**config.mk**
```make
export PLATFORM = sky130hd
export DESIGN_NAME = tcce_ctrl
export DESIGN_NICKNAME = d
export VERILOG_FILES = /design/src/hdl/tcce_pkg.sv /design/src/hdl/tcce_ctrl.sv
export SDC_FILE = /design/constraint.sdc
export NUM_CORES = 1
export LEC_CHECK = 0
export ABC_AREA = 1
export ABC_CLOCK_PERIOD_IN_PS = 5050
export BUFFER_PORTS_ARGS = -buffer_cell sky130_fd_sc_hd__clkbuf_2
export CORE_MARGIN = 5
export CORE_UTILIZATION = 58
export DETAILED_ROUTE_END_ITERATION = 10
export PLACE_DENSITY = 0.81
export RECOVER_POWER = 100
export SYNTH_ARGS = -nofsm -noshare
export SYNTH_HDL_FRONTEND = slang
export SYNTH_SLANG_ARGS = --single-unit
```
**constraint.sdc**
```tcl
create_clock -name i_clk -period 5.05 [get_ports i_clk]
set_input_delay 0.2525 -clock i_clk [delete_from_list [all_inputs] [get_ports i_clk]]
set_output_delay 0.2525 -clock i_clk [all_outputs]
set_load 0.05 [all_outputs]
```
**src/hdl/tcce_pkg.sv**
```systemverilog
// ----------------------------------------------------------------------------
// tcce_pkg
// Shared types and constants of the text console cursor engine.
// ----------------------------------------------------------------------------
package tcce_pkg;

    // fixed field widths of the stream words
    localparam int REQ_W   = 3;
    localparam int BYTE_W  = 8;
    localparam int CROW_W  = 5;
    localparam int CCOL_W  = 7;
    localparam int POS_W   = 11;

    // packed word widths
    localparam int S_DATA_W = 24;
    localparam int M_DATA_W = 32;

    // attribute used by the clearing pass after reset
    localparam logic [BYTE_W-1:0] RESET_COLOR = 8'h07;

    // special characters of the stream
    localparam logic [BYTE_W-1:0] CH_TAB   = 8'h09;
    localparam logic [BYTE_W-1:0] CH_LF    = 8'h0A;
    localparam logic [BYTE_W-1:0] CH_CR    = 8'h0D;
    localparam logic [BYTE_W-1:0] CH_SPACE = 8'h20;
    localparam logic [BYTE_W-1:0] CH_NUL   = 8'h00;

    // request kinds
    typedef enum logic [REQ_W-1:0] {
        REQ_STREAM    = 3'd0,
        REQ_READ      = 3'd1,
        REQ_WR_CHAR   = 3'd2,
        REQ_WR_COLOR  = 3'd3,
        REQ_CLEAR     = 3'd4
    } t_req;

    // store access controls
    typedef struct packed {
        logic we_char;
        logic we_color;
        logic re;
    } t_mem_ctl;

    // result word from the sequencer
    typedef struct packed {
        logic              valid;
        logic [POS_W-1:0]  pos;
        logic [BYTE_W-1:0] rchar;
        logic [BYTE_W-1:0] rcolor;
    } t_res;

endpackage

```
**src/hdl/tcce_ctrl.sv**
```systemverilog
// ----------------------------------------------------------------------------
// tcce_ctrl
// Request sequencer: cursor, row rotation, tab expansion, sweeps and reads.
// ----------------------------------------------------------------------------
module tcce_ctrl #(
    parameter int COLUMNS  = 80,
    parameter int ROWS     = 25,
    parameter int TAB_STOP = 4,
    parameter int CELLS    = ROWS * COLUMNS,
    parameter int AW       = $clog2(CELLS)
) (
    input  logic                        i_clk,
    input  logic                        i_rst_n,
    input  logic                        i_in_valid,
    output logic                        o_in_ready,
    input  tcce_pkg::t_req              i_req,
    input  logic [tcce_pkg::BYTE_W-1:0] i_data,
    input  logic [tcce_pkg::CROW_W-1:0] i_cell_row,
    input  logic [tcce_pkg::CCOL_W-1:0] i_cell_col,
    input  logic [tcce_pkg::BYTE_W-1:0] i_def_color,
    output tcce_pkg::t_res              o_res,
    input  logic                        i_res_take,
    output tcce_pkg::t_mem_ctl          o_mem,
    output logic [AW-1:0]               o_addr,
    output logic [tcce_pkg::BYTE_W-1:0] o_wchar,
    output logic [tcce_pkg::BYTE_W-1:0] o_wcolor,
    input  logic [tcce_pkg::BYTE_W-1:0] i_rchar,
    input  logic [tcce_pkg::BYTE_W-1:0] i_rcolor
);
    import tcce_pkg::*;

    localparam int ROW_W = (ROWS > 1) ? $clog2(ROWS) : 1;
    localparam int COL_W = $clog2(COLUMNS);
    localparam int TPW   = $clog2(TAB_STOP);
    localparam int TLW   = $clog2(TAB_STOP + 1);

    typedef enum logic [4:0] {
        S_SWEEP = 5'b00001,
        S_IDLE  = 5'b00010,
        S_TAB   = 5'b00100,
        S_RDW   = 5'b01000,
        S_RESP  = 5'b10000
    } t_state;

    t_state            r_state,  n_state;
    logic [COL_W-1:0]  r_col,    n_col;
    logic [ROW_W-1:0]  r_row,    n_row;
    logic [ROW_W-1:0]  r_top,    n_top;
    logic [TPW-1:0]    r_tph,    n_tph;
    logic [TLW-1:0]    r_tab,    n_tab;
    logic [AW-1:0]     r_sweep,  n_sweep;
    logic [AW-1:0]     r_send,   n_send;
    logic [AW-1:0]     r_base,   n_base;
    logic [BYTE_W-1:0] r_fill,   n_fill;
    logic              r_sresp,  n_sresp;
    logic [BYTE_W-1:0] r_rchar,  n_rchar;
    logic [BYTE_W-1:0] r_rcolor, n_rcolor;

    // logical row plus rotation, folded back into the store
    function automatic logic [ROW_W-1:0] phys_row(input logic [ROW_W-1:0] a,
                                                  input logic [ROW_W-1:0] b);
        logic [ROW_W:0] s;
        s = {1'b0, a} + {1'b0, b};
        if (s >= (ROW_W+1)'(ROWS)) begin
            s = s - (ROW_W+1)'(ROWS);
        end
        return s[ROW_W-1:0];
    endfunction

    logic             cell_ok;
    logic [ROW_W-1:0] cell_prow;
    logic [ROW_W-1:0] cur_prow;
    logic [AW-1:0]    cell_addr;
    logic [AW-1:0]    cur_addr;
    logic [AW-1:0]    top_base;
    logic [ROW_W-1:0] top_inc;
    logic             col_wrap;
    logic             row_last;
    logic             pp_scroll;
    logic [COL_W-1:0] pp_col;
    logic [ROW_W-1:0] pp_row;
    logic [TPW-1:0]   pp_tph;

    // addresses of the requested cell and of the cursor cell
    always_comb begin
        cell_ok   = (32'(i_cell_row) < 32'(ROWS)) && (32'(i_cell_col) < 32'(COLUMNS));
        cell_prow = phys_row(ROW_W'(i_cell_row), r_top);
        cur_prow  = phys_row(r_row, r_top);
        cell_addr = AW'(32'(cell_prow) * COLUMNS + 32'(COL_W'(i_cell_col)));
        cur_addr  = AW'(32'(cur_prow) * COLUMNS + 32'(r_col));
        top_base  = AW'(32'(r_top) * COLUMNS);
        top_inc   = (r_top == ROW_W'(ROWS - 1)) ? '0 : r_top + 1'b1;
    end

    // cursor after one plain character
    always_comb begin
        col_wrap  = (r_col == COL_W'(COLUMNS - 1));
        row_last  = (r_row == ROW_W'(ROWS - 1));
        pp_scroll = col_wrap && row_last;
        pp_col    = col_wrap ? '0 : r_col + 1'b1;
        pp_row    = (col_wrap && !row_last) ? r_row + 1'b1 : r_row;
        if (col_wrap || r_tph == TPW'(TAB_STOP - 1)) begin
            pp_tph = '0;
        end else begin
            pp_tph = r_tph + 1'b1;
        end
    end

    // sequencer
    always_comb begin
        n_state  = r_state;
        n_col    = r_col;
        n_row    = r_row;
        n_top    = r_top;
        n_tph    = r_tph;
        n_tab    = r_tab;
        n_sweep  = r_sweep;
        n_send   = r_send;
        n_base   = r_base;
        n_fill   = r_fill;
        n_sresp  = r_sresp;
        n_rchar  = r_rchar;
        n_rcolor = r_rcolor;
        o_mem    = '0;
        o_addr   = cur_addr;
        o_wchar  = i_data;
        o_wcolor = i_data;

        unique case (r_state)
            S_SWEEP: begin
                o_mem.we_char  = 1'b1;
                o_mem.we_color = 1'b1;
                o_addr         = r_base + r_sweep;
                o_wchar        = CH_NUL;
                o_wcolor       = r_fill;
                n_sweep        = r_sweep + 1'b1;
                if (r_sweep == r_send) begin
                    if (r_tab != '0) begin
                        n_state = S_TAB;
                    end else if (r_sresp) begin
                        n_state = S_RESP;
                    end else begin
                        n_state = S_IDLE;
                    end
                end
            end
            S_IDLE: begin
                if (i_in_valid) begin
                    n_rchar  = '0;
                    n_rcolor = '0;
                    n_state  = S_RESP;
                    unique case (i_req)
                        REQ_STREAM: begin
                            if (i_data == CH_LF) begin
                                n_col = '0;
                                n_tph = '0;
                                if (row_last) begin
                                    n_top   = top_inc;
                                    n_base  = top_base;
                                    n_sweep = '0;
                                    n_send  = AW'(COLUMNS - 1);
                                    n_fill  = i_def_color;
                                    n_sresp = 1'b1;
                                    n_tab   = '0;
                                    n_state = S_SWEEP;
                                end else begin
                                    n_row = r_row + 1'b1;
                                end
                            end else if (i_data == CH_CR) begin
                                n_col = '0;
                                n_tph = '0;
                            end else if (i_data == CH_TAB) begin
                                n_tab   = TLW'(TAB_STOP) - TLW'(r_tph);
                                n_state = S_TAB;
                            end else begin
                                o_mem.we_char = 1'b1;
                                n_col = pp_col;
                                n_row = pp_row;
                                n_tph = pp_tph;
                                if (pp_scroll) begin
                                    n_top   = top_inc;
                                    n_base  = top_base;
                                    n_sweep = '0;
                                    n_send  = AW'(COLUMNS - 1);
                                    n_fill  = i_def_color;
                                    n_sresp = 1'b1;
                                    n_tab   = '0;
                                    n_state = S_SWEEP;
                                end
                            end
                        end
                        REQ_READ: begin
                            o_addr = cell_addr;
                            if (cell_ok) begin
                                o_mem.re = 1'b1;
                                n_state  = S_RDW;
                            end
                        end
                        REQ_WR_CHAR: begin
                            o_addr        = cell_addr;
                            o_mem.we_char = cell_ok;
                        end
                        REQ_WR_COLOR: begin
                            o_addr         = cell_addr;
                            o_mem.we_color = cell_ok;
                        end
                        REQ_CLEAR: begin
                            n_col   = '0;
                            n_row   = '0;
                            n_top   = '0;
                            n_tph   = '0;
                            n_tab   = '0;
                            n_base  = '0;
                            n_sweep = '0;
                            n_send  = AW'(CELLS - 1);
                            n_fill  = i_def_color;
                            n_sresp = 1'b1;
                            n_state = S_SWEEP;
                        end
                        default: begin
                        end
                    endcase
                end
            end
            S_TAB: begin
                // one space per cycle at the cursor, paused for the sweep when a space scrolls
                o_mem.we_char = 1'b1;
                o_wchar       = CH_SPACE;
                n_col         = pp_col;
                n_row         = pp_row;
                n_tph         = pp_tph;
                n_tab         = r_tab - 1'b1;
                if (pp_scroll) begin
                    n_top   = top_inc;
                    n_base  = top_base;
                    n_sweep = '0;
                    n_send  = AW'(COLUMNS - 1);
                    n_fill  = i_def_color;
                    n_sresp = 1'b1;
                    n_state = S_SWEEP;
                end else if (r_tab == TLW'(1)) begin
                    n_state = S_RESP;
                end
            end
            S_RDW: begin
                n_rchar  = i_rchar;
                n_rcolor = i_rcolor;
                n_state  = S_RESP;
            end
            S_RESP: begin
                if (i_res_take) begin
                    n_state = S_IDLE;
                end
            end
            default: begin
                n_state = S_IDLE;
            end
        endcase
    end

    // control registers; reset starts the clearing pass
    always_ff @(posedge i_clk) begin
        if (!i_rst_n) begin
            r_state <= S_SWEEP;
            r_col   <= '0;
            r_row   <= '0;
            r_top   <= '0;
            r_tph   <= '0;
            r_tab   <= '0;
            r_sweep <= '0;
            r_send  <= AW'(CELLS - 1);
            r_base  <= '0;
            r_fill  <= RESET_COLOR;
            r_sresp <= 1'b0;
        end else begin
            r_state <= n_state;
            r_col   <= n_col;
            r_row   <= n_row;
            r_top   <= n_top;
            r_tph   <= n_tph;
            r_tab   <= n_tab;
            r_sweep <= n_sweep;
            r_send  <= n_send;
            r_base  <= n_base;
            r_fill  <= n_fill;
            r_sresp <= n_sresp;
        end
    end

    // read result bytes
    always_ff @(posedge i_clk) begin
        r_rchar  <= n_rchar;
        r_rcolor <= n_rcolor;
    end

    assign o_in_ready   = (r_state == S_IDLE);
    assign o_res.valid  = (r_state == S_RESP);
    assign o_res.pos    = POS_W'(32'(r_row) * COLUMNS + 32'(r_col));
    assign o_res.rchar  = r_rchar;
    assign o_res.rcolor = r_rcolor;

endmodule
```
==> reports/qor.csv <==
stage,metric,value,unit
power_and_ir_drop,total_power,2.00,mW
drt,wl,17.8,mm
sta,fin_crit,4.66,ns
setup_path,r2r_start,r_state[1],
hold_path,min-delay-start,i_def_color[0],
clock_network,clockBufferDepth,2,
cells_and_area,final_net_count,1246,
place,portBuffers,109,
sta,slew_headroom,11.9,%
floorplanning,die_h,119,um
synth,synth_compound_area_share,9.67,%
drt,vias_per_cell,5.35,
setup_path,required,4.80,ns
clock_network,htreeDepth,3,
clock_network,clk_root_buffer_cell,clkbuf_16,
synth,syn_inst,1010,
clock_network,cts-resized-gates,0,
drt,avgRoutedWirePerCell,14.0,um
setup_path,cp_data_arrival_time,4.41,ns
drt,ant_nets,0,
synth,dominantRegCellSynth,dfxtp_1,
synth,ys_seq_area_share,26.8,%
floorplanning,die_area,14300,sq um
synth,synth_area_leader_cell,dfxtp_1,
synth,synthAdderAreaFrac,15.1,%
hold_path,hold_class,primary input to flip-flop,
power_and_ir_drop,p_leak,3.82,nW
power_and_ir_drop,power.density,258,nW/um^2
global_routing,antenna_found_initial,0,
hold_path,whs_path_depth,3,
cells_and_area,fill_cells,1147,
sta,fmax,0.215,GHz
clock_network,cts_setup_buffers,0,
sta,tightest_slew,1.32,ns
sta,period_share,92.3,%
status,outcome,"complete, no violations",
synth,yosys_warnings,0,
setup_path,path_class,flip-flop to primary output,
power_and_ir_drop,peakVddDrop,294,uV
setup_path,cp_max_fo,8,
place,placed_cell_area,7610,sq um
drt,drc,0,
setup_path,reg2reg_slack,0.86,ns
cells_and_area,drive_gt1_share,9.18,%
synth,yosys.area_share.simple,34.3,%
global_routing,grt-ovfl-total,0,
synth,synth_most_common_cell,nand2_1,
drt,vias,6783,
cells_and_area,area_growth,11.6,%
global_routing,grt_max_degree,30,
sta,final_max_slew_viol_count,0,
synth,synthDistinctLibCells,50,
floorplanning,rows,40,
global_routing,grt_pass1_wl,30.0,mm
synth,synth.avg_cell_area,6.88,sq um
global_routing,grt_pass1_vias,6486,
floorplanning,core_region_area,11900,sq um
cells_and_area,fin_util,65.4,%
synth,synth_top_area_share,19.9,%
setup_path,worstSetupStartpointType,flip-flop,
cells_and_area,diodes,0,
flow_run,max_cap_viol_count,0,
clock_network,clk_pin_slew,0.06,ns
synth,syn_nets,1139,
setup_path,reg2regPathDepth,12,
synth,syn_area,6950,sq um
sta,rsz0062_at_grt,false,
floorplanning,start_util,58.6,%
sta,finalHoldViolations,0,
place,hpwl,14.0,mm
synth,synth_top_family_by_area,simple AND/OR/NAND/NOR gates,
synth,synth_common_cells,"240 x nand2_1, 134 x inv_1, 122 x nor2_1",
clock_network,clk_latency,0.36,ns
drt,first_pass_iters,6,
synth,yosys-top-cells-area,"dfxtp_1 20%, nand2_1 13%, ha_1 12%",
global_routing,grtUsageTotal,25.7,%
setup_path,r2r-end,r_base[4],
sta,setup_tns,0,ns
cells_and_area,final_area,7750,sq um
clock_network,cts_tree,done,
synth,synthMuxAreaShare,0,%
place,place_congestion,0.950,
clock_network,hold_buffers,0,
floorplanning,num_io_pins,110,
clock_network,cts.sinks,85,
setup_path,endpoint_kind,primary output,
synth,synth-async-reset-ratio,0,%
floorplanning,die_x,119,um
synth,synthXorXnorAreaFrac,5.04,%
synth,synth_edf_count,16,
clock_network,cts_buffers,9,
synth,ys_seq_elements,85,
hold_path,whs_endpoint,r_fill[0],
sta,skew,0.0105,ns
drt,drt_iter0_drc,413,
sta,finalSetupViolCount,0,
-- cell families after synthesis --
kind of cell / after synthesis
compound gates: 122
fa+ha+maj: 78
simple gates: 525
xor+xnor: 40
buf+inv: 160
flops: 85
-- layout make-up --
cell class | instances | area (sq um) | share of cell area (%)
multi-input cells | 765 | 4390 | 56.6
flip-flops and latches | 85 | 1870 | 24.1
inverters | 144 | 541 | 6.97
repair buffers | 112 | 494 | 6.37
clock buffers | 12 | 248 | 3.20
well taps | 147 | 184 | 2.37
clock inverters | 4 | 31.3 | 0.403
-- worst max-delay path by stage --
| stage | start | endpoint | slack (ns) |
|---|---|---|---|
| after global placement | r_top[0] | o_addr[10] | 0.53 |
| final | r_top[0] | o_addr[10] | 0.39 |
| after detailed placement | r_top[0] | o_addr[10] | 0.40 |
| after floorplan | r_top[0] | o_addr[8] | 0.81 |
| after global routing | r_top[0] | o_addr[10] | 0.002 |
| after CTS | r_top[0] | o_addr[10] | 0.009 |
-- layer usage --
| metal | global-route usage (%) | up-vias | share of wire, % |
|---|---|---|---|
| met4 | 7.52 | 0 | 2.2 |
| met3 | 5.70 | 30 | 6.2 |
| met5 | 0 | - | 0 |
| li1 | - | 3502 | - |
| met2 | 43.1 | 198 | 47 |
| met1 | 33.1 | 3053 | 45 |
-- power breakdown --
| group | switching, mW | internal (mW) |
|---|---|---|
| Sequential | 0.0257 | 0.703 |
| Combinational | 0.484 | 0.154 |
| Clock | 0.284 | 0.352 |
| Total | 0.794 | 1.21 |
-- stage by stage --
| step | setup WS (ns) | std cells | hold slack (ns) |
|---|---|---|---|
| floorplan | 0.806 | 1010 | 0.366 |
| global placement | 0.532 | 1253 | 0.430 |
| detailed placement | 0.396 | 1253 | 0.436 |
| CTS | 0.00865 | 1269 | 0.0957 |
| global route | 0.00219 | 1269 | 0.127 |
| finish | 0.391 | 1269 | 0.0928 |
-- flip-flops by register name, indices dropped and copies added (netlist names), 7 cells and up --
name	count
r_fill	8
r_col	7
r_rcolor	8
r_sweep	11
r_base	11
r_send	11
r_rchar	8
-- critical path, stage by stage, from the launching register on --
cell and delay (ns):
dfxtp_2 0.42, ha_1 0.20, inv_1 0.06, fa_1 0.50, ha_1 0.26, nand3b_1 0.09, nand3_1 0.11, nand2_2 0.13
nand2_1 0.10, xnor2_2 0.15, ha_1 0.30, ha_1 0.19, inv_1 0.08, fa_1 0.45, nand3b_1 0.20, nor2_1 0.12
xnor2_1 0.16, inv_1 0.07, nand2_1 0.06, nand3_1 0.06, nand3_1 0.11, clkbuf_4 0.24
-- placed cells by master (no fill, tap or decap), types with 2 or more instances in the layout --
cell type  Yosys  routed
nor2_4         6       5
nor2_1       122     125
nor3_1        19      19
or2_1          4       4
nand2_1      240     242
o21ai_0       43      44
nand3b_1       4       4
a21o_1         4       4
nor3b_1        2       4
clkbuf_1       6      58
o22ai_1        3       3
a21oi_1       53      54
o21ai_1        4       2
clkinv_1       1       2
nor2_2         5       4
ha_1          68      68
dfxtp_1       69      66
clkbuf_16      0       9
nand4_1       18      18
o211ai_1       2       2
o21bai_1       3       3
nand3_1       84      86
xnor2_1       11      10
dfxtp_2        0       3
inv_1        134     136
edfxtp_1      16      16
or2_2          4       4
clkbuf_2       0      54
a31oi_1        2       2
xor2_1        29      29
nand2_2        3       3
a22oi_1        2       2
fa_1          10      10
inv_2          9       6
(Power assumes the default switching activity.)
